`src/rtl/c5sp_pkg.sv`:
```
// c5sp_pkg: widths, limits and the character-to-code table of the
// 5-bit string packer. No dependencies; used by the interfaces and the core.
package c5sp_pkg;

   localparam int CP_W     = 21;  // code point width
   localparam int CODE_W   = 5;   // width of one packed code
   localparam int SLOTS    = 12;  // codes that fit in the wide word
   localparam int ACC_W    = CODE_W * SLOTS;
   localparam int CNT_W    = 4;

   localparam logic [CNT_W-1:0] LIMIT_NARROW = CNT_W'(6);
   localparam logic [CNT_W-1:0] LIMIT_WIDE   = CNT_W'(12);
   localparam logic [CNT_W-1:0] ITEM_SAT     = CNT_W'(13);

   // code returned for a character outside the alphabet
   localparam logic [CODE_W-1:0] CODE_NONE = '0;

   // ASCII code point to alphabet code 1..31, CODE_NONE if not a member
   function automatic logic [CODE_W-1:0] char5_code(input logic [6:0] ch);
      logic [CODE_W-1:0] code;
      begin
         case (ch)
            7'h2E: code = 5'd1;   // '.'
            7'h41: code = 5'd2;   // 'A'
            7'h43: code = 5'd3;   // 'C'
            7'h44: code = 5'd4;   // 'D'
            7'h45: code = 5'd5;   // 'E'
            7'h49: code = 5'd6;   // 'I'
            7'h4E: code = 5'd7;   // 'N'
            7'h4F: code = 5'd8;   // 'O'
            7'h50: code = 5'd9;   // 'P'
            7'h53: code = 5'd10;  // 'S'
            7'h54: code = 5'd11;  // 'T'
            7'h5F: code = 5'd12;  // '_'
            7'h61: code = 5'd13;  // 'a'
            7'h62: code = 5'd14;  // 'b'
            7'h63: code = 5'd15;  // 'c'
            7'h64: code = 5'd16;  // 'd'
            7'h65: code = 5'd17;  // 'e'
            7'h66: code = 5'd18;  // 'f'
            7'h67: code = 5'd19;  // 'g'
            7'h68: code = 5'd20;  // 'h'
            7'h69: code = 5'd21;  // 'i'
            7'h6C: code = 5'd22;  // 'l'
            7'h6D: code = 5'd23;  // 'm'
            7'h6E: code = 5'd24;  // 'n'
            7'h6F: code = 5'd25;  // 'o'
            7'h70: code = 5'd26;  // 'p'
            7'h72: code = 5'd27;  // 'r'
            7'h73: code = 5'd28;  // 's'
            7'h74: code = 5'd29;  // 't'
            7'h75: code = 5'd30;  // 'u'
            7'h79: code = 5'd31;  // 'y'
            default: code = CODE_NONE;
         endcase
         return code;
      end
   endfunction

endpackage

```
`src/rtl/c5sp_req_if.sv`:
```
// c5sp_req_if: input channel of the string packer, one character a word.
// Depends on c5sp_pkg for the code point width.
interface c5sp_req_if import c5sp_pkg::*; ();
   logic            valid;
   logic            ready;
   logic [CP_W-1:0] code_point;
   logic            last;

   modport source (output valid, output code_point, output last, input ready);
   modport sink   (input valid, input code_point, input last, output ready);
endinterface

```
`src/rtl/c5sp_rsp_if.sv`:
```
// c5sp_rsp_if: result channel of the string packer, one packed string a word.
// Depends on c5sp_pkg for the packed word and count widths.
interface c5sp_rsp_if import c5sp_pkg::*; ();
   logic             valid;
   logic             ready;
   logic [ACC_W-1:0] packed_res;
   logic [CNT_W-1:0] char_count;
   logic             valid_res;

   modport source (output valid, output packed_res, output char_count,
                   output valid_res, input ready);
   modport sink   (input valid, input packed_res, input char_count,
                   input valid_res, output ready);
endinterface

```
`src/rtl/char5_string_packer_core.sv`:
```
// char5_string_packer_core: packs a character string into 5-bit codes.
// Depends on c5sp_pkg, c5sp_req_if and c5sp_rsp_if.
//
// Usage:
//   req_chan carries one character per word (code_point, last). Characters
//   are mapped to 5-bit codes and packed first character lowest. A zero
//   character ends the string; later characters are counted only.
//   On the word with last set, one word leaves on rsp_chan: packed_res,
//   char_count and valid_res (clear if a character was outside the alphabet
//   or the string had more words than the mode allows).
//   csr_wr_en/csr_wr_data write wide_mode (0: 6 chars, 1: 12 chars); write
//   it only while no string is in flight.
// Timing:
//   One character per cycle sustained, unless a last word waits on a
//   stalled rsp_chan. A character is held in the input register, then
//   updates the packing state; the result of a last word goes into the
//   result register as it leaves the input register, and rsp_chan shows it.
//   The combinational table lookup and slot insert set this rate.
// Reset and stall:
//   reset clears the string state and both registers and sets wide_mode.
//   If rsp_chan stalls with a result pending, the input register still
//   takes one more word; non-last words keep flowing, a last word waits.
module char5_string_packer_core
   import c5sp_pkg::*;
(
   input  logic      clock,
   input  logic      reset,
   c5sp_req_if.sink   req_chan,
   c5sp_rsp_if.source rsp_chan,
   input  logic      csr_wr_en,
   input  logic      csr_wr_data
);

   // configuration
   logic wide_mode_ff;

   // input register
   logic            s1_valid_ff, s1_valid_in;
   logic [CP_W-1:0] s1_cp_ff;
   logic            s1_last_ff;

   // packing state
   logic [ACC_W-1:0] acc_ff, acc_in;
   logic [CNT_W-1:0] packed_count_ff, packed_count_in;
   logic [CNT_W-1:0] item_count_ff, item_count_in;
   logic             string_ended_ff, string_ended_in;
   logic             bad_char_ff, bad_char_in;

   // result register
   logic             rsp_valid_ff, rsp_valid_in;
   logic [ACC_W-1:0] rsp_packed_ff;
   logic [CNT_W-1:0] rsp_count_ff;
   logic             rsp_ok_ff;

   logic             advance;
   logic             emit;
   logic [CNT_W-1:0] limit;
   logic [CODE_W-1:0] code;
   logic             res_ok;

   // stage 1 moves on unless it holds a last word and the result is blocked
   assign advance = s1_valid_ff && (!s1_last_ff || !rsp_valid_ff || rsp_chan.ready);
   assign emit    = advance && s1_last_ff;
   assign req_chan.ready = !s1_valid_ff || advance;
   assign s1_valid_in    = (req_chan.valid && req_chan.ready) || (s1_valid_ff && !advance);

   assign limit = wide_mode_ff ? LIMIT_WIDE : LIMIT_NARROW;
   assign code  = (s1_cp_ff[CP_W-1:7] == '0) ? char5_code(s1_cp_ff[6:0]) : CODE_NONE;

   // next packing state for the word in stage 1
   always_comb begin
      acc_in          = acc_ff;
      packed_count_in = packed_count_ff;
      string_ended_in = string_ended_ff;
      bad_char_in     = bad_char_ff;
      item_count_in   = (item_count_ff < ITEM_SAT) ? item_count_ff + CNT_W'(1)
                                                    : item_count_ff;
      if (!string_ended_ff) begin
         if (s1_cp_ff == '0) begin
            string_ended_in = 1'b1;
         end else if (code == CODE_NONE) begin
            bad_char_in = 1'b1;
         end else if (packed_count_ff < limit) begin
            for (int i = 0; i < SLOTS; i++) begin
               if (packed_count_ff == CNT_W'(i)) begin
                  acc_in[i*CODE_W +: CODE_W] = code;
               end
            end
            packed_count_in = packed_count_ff + CNT_W'(1);
         end
      end
   end

   assign res_ok = !bad_char_in && (item_count_in <= limit);

   // result valid: set on a last word, cleared once taken
   assign rsp_valid_in = emit || (rsp_valid_ff && !rsp_chan.ready);

   // control and state registers
   always_ff @(posedge clock) begin
      if (reset) begin
         wide_mode_ff    <= 1'b1;
         s1_valid_ff     <= 1'b0;
         rsp_valid_ff    <= 1'b0;
         acc_ff          <= '0;
         packed_count_ff <= '0;
         item_count_ff   <= '0;
         string_ended_ff <= 1'b0;
         bad_char_ff     <= 1'b0;
      end else begin
         if (csr_wr_en) begin
            wide_mode_ff <= csr_wr_data;
         end
         s1_valid_ff  <= s1_valid_in;
         rsp_valid_ff <= rsp_valid_in;
         if (advance) begin
            if (s1_last_ff) begin
               acc_ff          <= '0;
               packed_count_ff <= '0;
               item_count_ff   <= '0;
               string_ended_ff <= 1'b0;
               bad_char_ff     <= 1'b0;
            end else begin
               acc_ff          <= acc_in;
               packed_count_ff <= packed_count_in;
               item_count_ff   <= item_count_in;
               string_ended_ff <= string_ended_in;
               bad_char_ff     <= bad_char_in;
            end
         end
      end
   end

   // payload registers
   always_ff @(posedge clock) begin
      if (req_chan.valid && req_chan.ready) begin
         s1_cp_ff   <= req_chan.code_point;
         s1_last_ff <= req_chan.last;
      end
      if (emit) begin
         rsp_packed_ff <= acc_in;
         rsp_count_ff  <= packed_count_in;
         rsp_ok_ff     <= res_ok;
      end
   end

   assign rsp_chan.valid      = rsp_valid_ff;
   assign rsp_chan.packed_res = rsp_packed_ff;
   assign rsp_chan.char_count = rsp_count_ff;
   assign rsp_chan.valid_res  = rsp_ok_ff;

   // checks
   a_packed_le_items: assert property (@(posedge clock) disable iff (reset)
      packed_count_ff <= item_count_ff)
      else $error("packed count ran ahead of item count");

   a_packed_in_range: assert property (@(posedge clock) disable iff (reset)
      packed_count_ff <= LIMIT_WIDE)
      else $error("packed count beyond twelve");

   a_ok_within_limit: assert property (@(posedge clock) disable iff (reset)
      (rsp_valid_ff && rsp_ok_ff) |-> (rsp_count_ff <= limit))
      else $error("string flagged good with too many characters");

   a_last_held: assert property (@(posedge clock) disable iff (reset)
      (s1_valid_ff && s1_last_ff && !advance) |=> (s1_valid_ff && s1_last_ff))
      else $error("blocked last word lost from input register");

endmodule

```
`src/flat_wrapper.sv`:
```
// flat-port wrapper written by rule: the top's interface ports become plain ports
module char5_string_packer_core_flat import c5sp_pkg::*;
  (clock, reset, csr_wr_en, csr_wr_data, req_chan_valid, req_chan_code_point, req_chan_last, req_chan_ready, rsp_chan_valid, rsp_chan_packed_res, rsp_chan_char_count, rsp_chan_valid_res, rsp_chan_ready);
  c5sp_req_if req_chan_i ();
  c5sp_rsp_if rsp_chan_i ();
  input  logic clock;
  input  logic reset;
  input  logic csr_wr_en;
  input  logic csr_wr_data;
  input wire logic [$bits(req_chan_i.valid)-1:0] req_chan_valid;
  input wire logic [$bits(req_chan_i.code_point)-1:0] req_chan_code_point;
  input wire logic [$bits(req_chan_i.last)-1:0] req_chan_last;
  output wire logic [$bits(req_chan_i.ready)-1:0] req_chan_ready;
  output wire logic [$bits(rsp_chan_i.valid)-1:0] rsp_chan_valid;
  output wire logic [$bits(rsp_chan_i.packed_res)-1:0] rsp_chan_packed_res;
  output wire logic [$bits(rsp_chan_i.char_count)-1:0] rsp_chan_char_count;
  output wire logic [$bits(rsp_chan_i.valid_res)-1:0] rsp_chan_valid_res;
  input wire logic [$bits(rsp_chan_i.ready)-1:0] rsp_chan_ready;
  assign req_chan_i.valid = req_chan_valid;
  assign req_chan_i.code_point = req_chan_code_point;
  assign req_chan_i.last = req_chan_last;
  assign req_chan_ready = req_chan_i.ready;
  assign rsp_chan_valid = rsp_chan_i.valid;
  assign rsp_chan_packed_res = rsp_chan_i.packed_res;
  assign rsp_chan_char_count = rsp_chan_i.char_count;
  assign rsp_chan_valid_res = rsp_chan_i.valid_res;
  assign rsp_chan_i.ready = rsp_chan_ready;
  char5_string_packer_core u_core (.clock(clock), .reset(reset), .req_chan(req_chan_i), .rsp_chan(rsp_chan_i), .csr_wr_en(csr_wr_en), .csr_wr_data(csr_wr_data));
endmodule
```
`config.mk`:
```
export PLATFORM = sky130hd
export DESIGN_NAME = char5_string_packer_core_flat
export DESIGN_NICKNAME = d
export VERILOG_FILES = /design/src/rtl/c5sp_pkg.sv /design/src/rtl/c5sp_req_if.sv /design/src/rtl/c5sp_rsp_if.sv /design/src/rtl/char5_string_packer_core.sv /design/src/flat_wrapper.sv
export SDC_FILE = /design/constraint.sdc
export NUM_CORES = 1
export LEC_CHECK = 0
export BUFFER_PORTS_ARGS = -buffer_cell sky130_fd_sc_hd__buf_2
export CAP_MARGIN = 10
export CORE_MARGIN = 4
export CORE_UTILIZATION = 35
export DETAILED_ROUTE_END_ITERATION = 6
export GPL_ROUTABILITY_DRIVEN = 0
export PLACE_DENSITY = 0.51
export SYNTH_ARGS = -nofsm -noshare
export SYNTH_HDL_FRONTEND = slang
export SYNTH_SLANG_ARGS = --single-unit
```
`constraint.sdc`:
```
create_clock -name clock -period 3.2 [get_ports clock]
set_input_delay 0.48 -clock clock [delete_from_list [all_inputs] [get_ports clock]]
set_output_delay 0.48 -clock clock [all_outputs]
set_load 0.01 [all_outputs]
```
After elaboration in Yosys (flattened, before gate mapping)

Memories as Yosys holds them, arrays and structs flattened. A register that Yosys moved wholly into a read port is not among the register bits.
Cells that the tools add are included.

Eq/ne operators: 11
Reductions and logical operators: 21
$lt $le $gt $ge: 3
Add/subtract/negate cells: 2
Multiplexer cells: 34

Operators with widths:

| kind                                                | count |
|---|---|
| two-way mux 60 bit                                  | 5 |
| two-way mux 5 bit                                   | 13 |
| two-way mux 4 bit                                   | 8 |
| zero test 21 bit                                    | 1 |
| equality test 4 x 3 -> 1 bit, second input constant | 4 |
| equality test 4 bit, second input constant          | 4 |
| zero test 14 bit                                    | 1 |
| adder 4 x 1 -> 4 bit, second input constant         | 2 |
| equality test 4 x 2 -> 1 bit, second input constant | 2 |
| two-way mux 1 bit                                   | 7 |
| two-way mux 7 bit                                   | 1 |
| logical AND 1 bit                                   | 6 |
| zero test 1 bit                                     | 6 |
| zero test 5 bit                                     | 1 |
| logical OR 1 bit                                    | 5 |
| equality test 4 x 1 -> 1 bit, second input constant | 1 |
| <= comparator 4 bit                                 | 1 |
| zero test 4 bit                                     | 1 |
| < comparator 4 bit                                  | 1 |
| < comparator 4 bit, second input constant           | 1 |

Memory bits (read-only): 640
Output and inout bits: 67
Flip-flop bits (word level): 160
Input bits: 28
Memories: 1
Logic and storage cells: 85

Memory list:

| memory          | words | bits a word | rd ports | clocked after Yosys merged registers in | wr ports | RTL line       | RTL |
|---|---|---|---|---|---|---|---|
| (no name shown) | 128   | 5           | 1        | 1                                       | 0        | c5sp_pkg.sv:22 | `case (ch)` |

Longest topological paths before layout

Depth in word-level cells: 8
Depth in mapped cells: 15
Mapped depth without buffers: 12

Worst setup path before layout

Ideal clock, no wire load.

Path kind: reg-to-reg
From: register u_core.s1_last_ff
To: register with a tool-made name
Path slack: -0.126 ns
Arrival: 3.208 ns
Stages on the path, launching flop included: 15
Period minus slack after synthesis: 3.326 ns
Buffers on the path: 3
Data required time: 3.081 ns
Cell sequence: edfxtp_1 > buf_2 > nand4b_2 > nand2_2 > inv_1 > clkbuf_1 > a21o_1 > inv_1 > ha_1 > clkbuf_1 > nand2_1 > o22ai_1 > a211oi_1 > a21oi_1 > o221a_2

RTL lines:

| item                     | RTL line                        | RTL |
|---|---|---|
| start: declaration       | char5_string_packer_core.sv:40  | `logic s1_last_ff;` |
| start signal: assignment | char5_string_packer_core.sv:138 | `s1_last_ff <= req_chan.last;` |

==> run summary <==
Clock Tree Buf Depth - 2
Max FO, Critical Path - 10
CP endpoint kind - flop
Synth Area in Compound Gates - 0.1683
# diodes - 0
CTS tree - done
Root Buffer - clkbuf_16
Worst r2r path cells - 10
Antenna viol nets, final - 0
Flop2flop setup slack - 430 ps
Main combinational cell family by area after synthesis - compound AO/OA/AOI/OAI gates
Worst-Margin Slew - 728.5 ps
Die extent in x - 152.0 µm
Via Count - 5,680
Row cnt - 52
Mean post-synth cell area - 10.10 µm²
Final hold slack - 226.7 ps
Pre-CTS setup slack - 410.3 ps
CTS Buf Count - 17
Status - complete, no violations
RSZ-0062 raised after global routing - no
H-tree levels - 4
WP data arrival - 3090 ps
Mapped Area - 7254 µm²
Mux cell area share after synthesis - 0.02794
Max rail drop VDD - 0.3433 mV
FILL cells - 2,004
Async S/R FF share, synth - 0
Syn nets - 761
Aggregate global routing overflow - 0
Final Critical Period - 2771 ps
Fin Setup TNS - 0 ps
Setup Fix Bufs, Post-CTS - 0
DRC violations left - 0
Worst Setup Start Kind - flop
DRT iter0 DRCs - 385
Hold_buf cts - 0
Reg2reg start - u_core.s1_last_ff$_DFFE_PN_
Worst hold endpoint - u_core.s1_last_ff$_DFFE_PN_
# IOs - 95
Cells after synthesis - 718
Buffers on Ports - 94
CTS resizes - 0
Drt first pass iters - 5
Vias in the first global route - 5,511
Clock skew - 9.960 ps
Final net count - 851
Endpoints failing setup - 0
All-Layer GR Usage - 0.1597
EDFF count, synth - 87
Total core area - 20,300 µm²
Vias per cell - 5.206
Worst Hold Depth - 1
Final hold violation count - 0
Most used flip-flop cell after synthesis - edfxtp_1
Period utilization - 0.8658
Pwr dens - 546.5 nW/µm²
Die Y - 152.0 µm
Worst Path Required - 3520 ps
Min setup slack post-route - 429.4 ps
Die area - 23,090 µm²
Fmax achieved - 360.9 MHz
Largest net degree at the start of global routing - 68
Min-delay src - req_chan_last
Xor-xnor portion of the synthesized cell area - 0.006037
Max-Cap Viols - 0
Initial antenna violation count - 0
Register area share after synthesis - 0.5754
Simple-gate share of the synthesized area - 0.1671
First-pass GRT wire length - 29,800 µm
Share of layout cells above drive strength 1 - 0.1912
Slew Viols, Final - 0
Starting Density - 0.3574
Flops & latches, synth - 165
Clock slew at the register clock pins of the worst setup and hold paths - 70 ps
Drt wl/cell - 16.92 µm
Clock Sink Count - 165
Post-DP HPWL - 12,790 µm
HP Class - in2reg
Synth warnings - 0
Crit path kind - reg2reg
Adder and majority cell fraction of the synthesized area - 0.02587
Static Leakage - 3.043 nW
Detailed Route WL - 18,460 µm
Rel. slew slack - 0.5133
Area Overhead vs Synth - 19.13%
Yosys cell types - 58
Clk_lat worst skew - 430 ps
-- cells in the final DEF (no fill, tap or decap), types with 3 or more instances in the layout --
master     netlist  final
o31ai_1          4      4
o21ai_1          8      8
o2bb2ai_1        4      4
clkbuf_16        0     19
dfxtp_1         78     78
nand2_1        136    136
o21ai_0        122    122
edfxtp_1        87     87
o21a_1           4      4
a21o_1           6      6
a211oi_1         4      4
nor2_1          28     28
a22oi_1          3      3
or4_1            5      5
nand3_1         14     14
nor4_2           3      3
xnor2_1          5      5
inv_6            0      4
nand4_1          5      5
and3_1           3      3
o22ai_1          3      3
mux2i_1         11     11
nor3_1          14     14
a31oi_1          6      6
a21oi_1         26     26
o211ai_1         3      3
buf_4            2     10
buf_2            5     94
ha_1            15     15
or3_1            6      6
inv_1           19     18
nand4b_1         6      6
nor2b_1          5      5
mux2_2           7      7
nor4_1           8      8
nand2b_1         5      5
a22o_1           5      5
-- sequential cells by signal, indices dropped and copies added (netlist names), named ones only --
| name | count |
|---|---|
| u_core.rsp_chan.char_count | 4 |
| u_core.item_count_ff | 4 |
| u_core.rsp_chan.valid_res | 1 |
| u_core.bad_char_ff | 1 |
| u_core.wide_mode_ff | 1 |
| u_core.s1_valid_ff | 1 |
| u_core.packed_count_ff | 4 |
| u_core.rsp_chan.valid | 1 |
| u_core.s1_last_ff | 1 |
| u_core.s1_cp_ff | 21 |
| u_core.rsp_chan.packed_res | 60 |
| u_core.acc_ff | 60 |
| u_core.string_ended_ff | 1 |
-- how the worst max path moves through the flow --
stage,startpoint,to,slack [ps],cells after the start
global placement,rsp_chan_ready,flop,410,11
floorplan,rsp_chan_ready,flop,200,14
detailed placement,rsp_chan_ready,flop,410,11
CTS,u_core.s1_last_ff$_DFFE_PN_,flop,410,10
global route,u_core.s1_last_ff$_DFFE_PN_,flop,130,10
finish,u_core.s1_last_ff$_DFFE_PN_,flop,430,10
-- final cells by class --
class / count / area (µm²) / area share
Timing Repair Buffer: 105 / 565.5 / 0.06544
Tap cell: 270 / 337.8 / 0.03909
Multi-Input combinational cell: 500 / 2868 / 0.3318
Inverter: 19 / 71.32 / 0.008252
Clock inverter: 12 / 136.4 / 0.01578
Clock buffer: 20 / 489.2 / 0.05661
Sequential cell: 165 / 4174 / 0.4830
-- stage by stage --
stage               total power, mW  area, µm²  cells  utilization
CTS                           4.781       8642   1091       0.4257
finish                        4.723       8642   1091       0.4257
global route                  4.906       8642   1091       0.4257
global placement              2.625       8016   1059       0.3949
floorplan                     2.518       7256    718            -
detailed placement            2.630       8016   1059       0.3949
-- critical path, cell delays in order, from the launching register on --
cell and delay [ps]:
edfxtp_1 620, nand4b_2 270, nand2_2 170, mux2i_1 400
inv_1 150, ha_1 310, nand2_1 100, o22ai_1 80
a211oi_1 250, a21oi_1 80, o221a_2 230
-- synthesized netlist by cell type (all sizes together) (2+ instances only) --
library cell  count  area share
a21o              6      0.0062
nor3b             2      0.0021
or3               6      0.0052
o221ai            2      0.0024
ha               15       0.026
nor4             12       0.015
xnor2             5      0.0060
nand4             5      0.0043
and3              3      0.0026
o22ai             3      0.0026
buf               7      0.0055
a21boi            2      0.0021
nand4b            7      0.0093
a22o              5      0.0060
mux2i            12       0.017
or4               6      0.0067
o211ai            3      0.0031
nand3            16       0.012
a31oi             6      0.0052
nor3             14      0.0097
o21a              4      0.0041
mux2              7       0.011
o21ai           130       0.090
o31ai             4      0.0041
inv              19      0.0098
nor2             28       0.014
edfxtp           87        0.36
nor2b             5      0.0043
nand2           137       0.071
o2bb2ai           4      0.0048
dfxtp            78        0.22
a211oi            4      0.0041
a21oi            26       0.018
nand2b            5      0.0043
clkbuf           27       0.014
a22oi             3      0.0031
-- per-layer routing --
metal / routed length, µm / GRT usage / vias up
li1: - / - / 2801
met1: 8550 / 0.2161 / 2693
met2: 8601 / 0.2528 / 158
met3: 976 / 0.03896 / 28
met4: 328 / 0.05265 / 0
met5: 0 / 0 / -
-- cells by family after synthesis --
logic type,after synthesis
mux,19
xor+xnor,5
simple gates,251
buf+inv,53
flops,165
fa+ha+maj,15
compound gates,210
-- report_power, final --
group / internal, mW / total (mW) / switching, mW
Sequential: 2.27 / 2.31 / 0.0374
Combinational: 0.0981 / 0.275 / 0.177
Clock: 1.27 / 2.14 / 0.867
(Power assumes the default switching activity.)
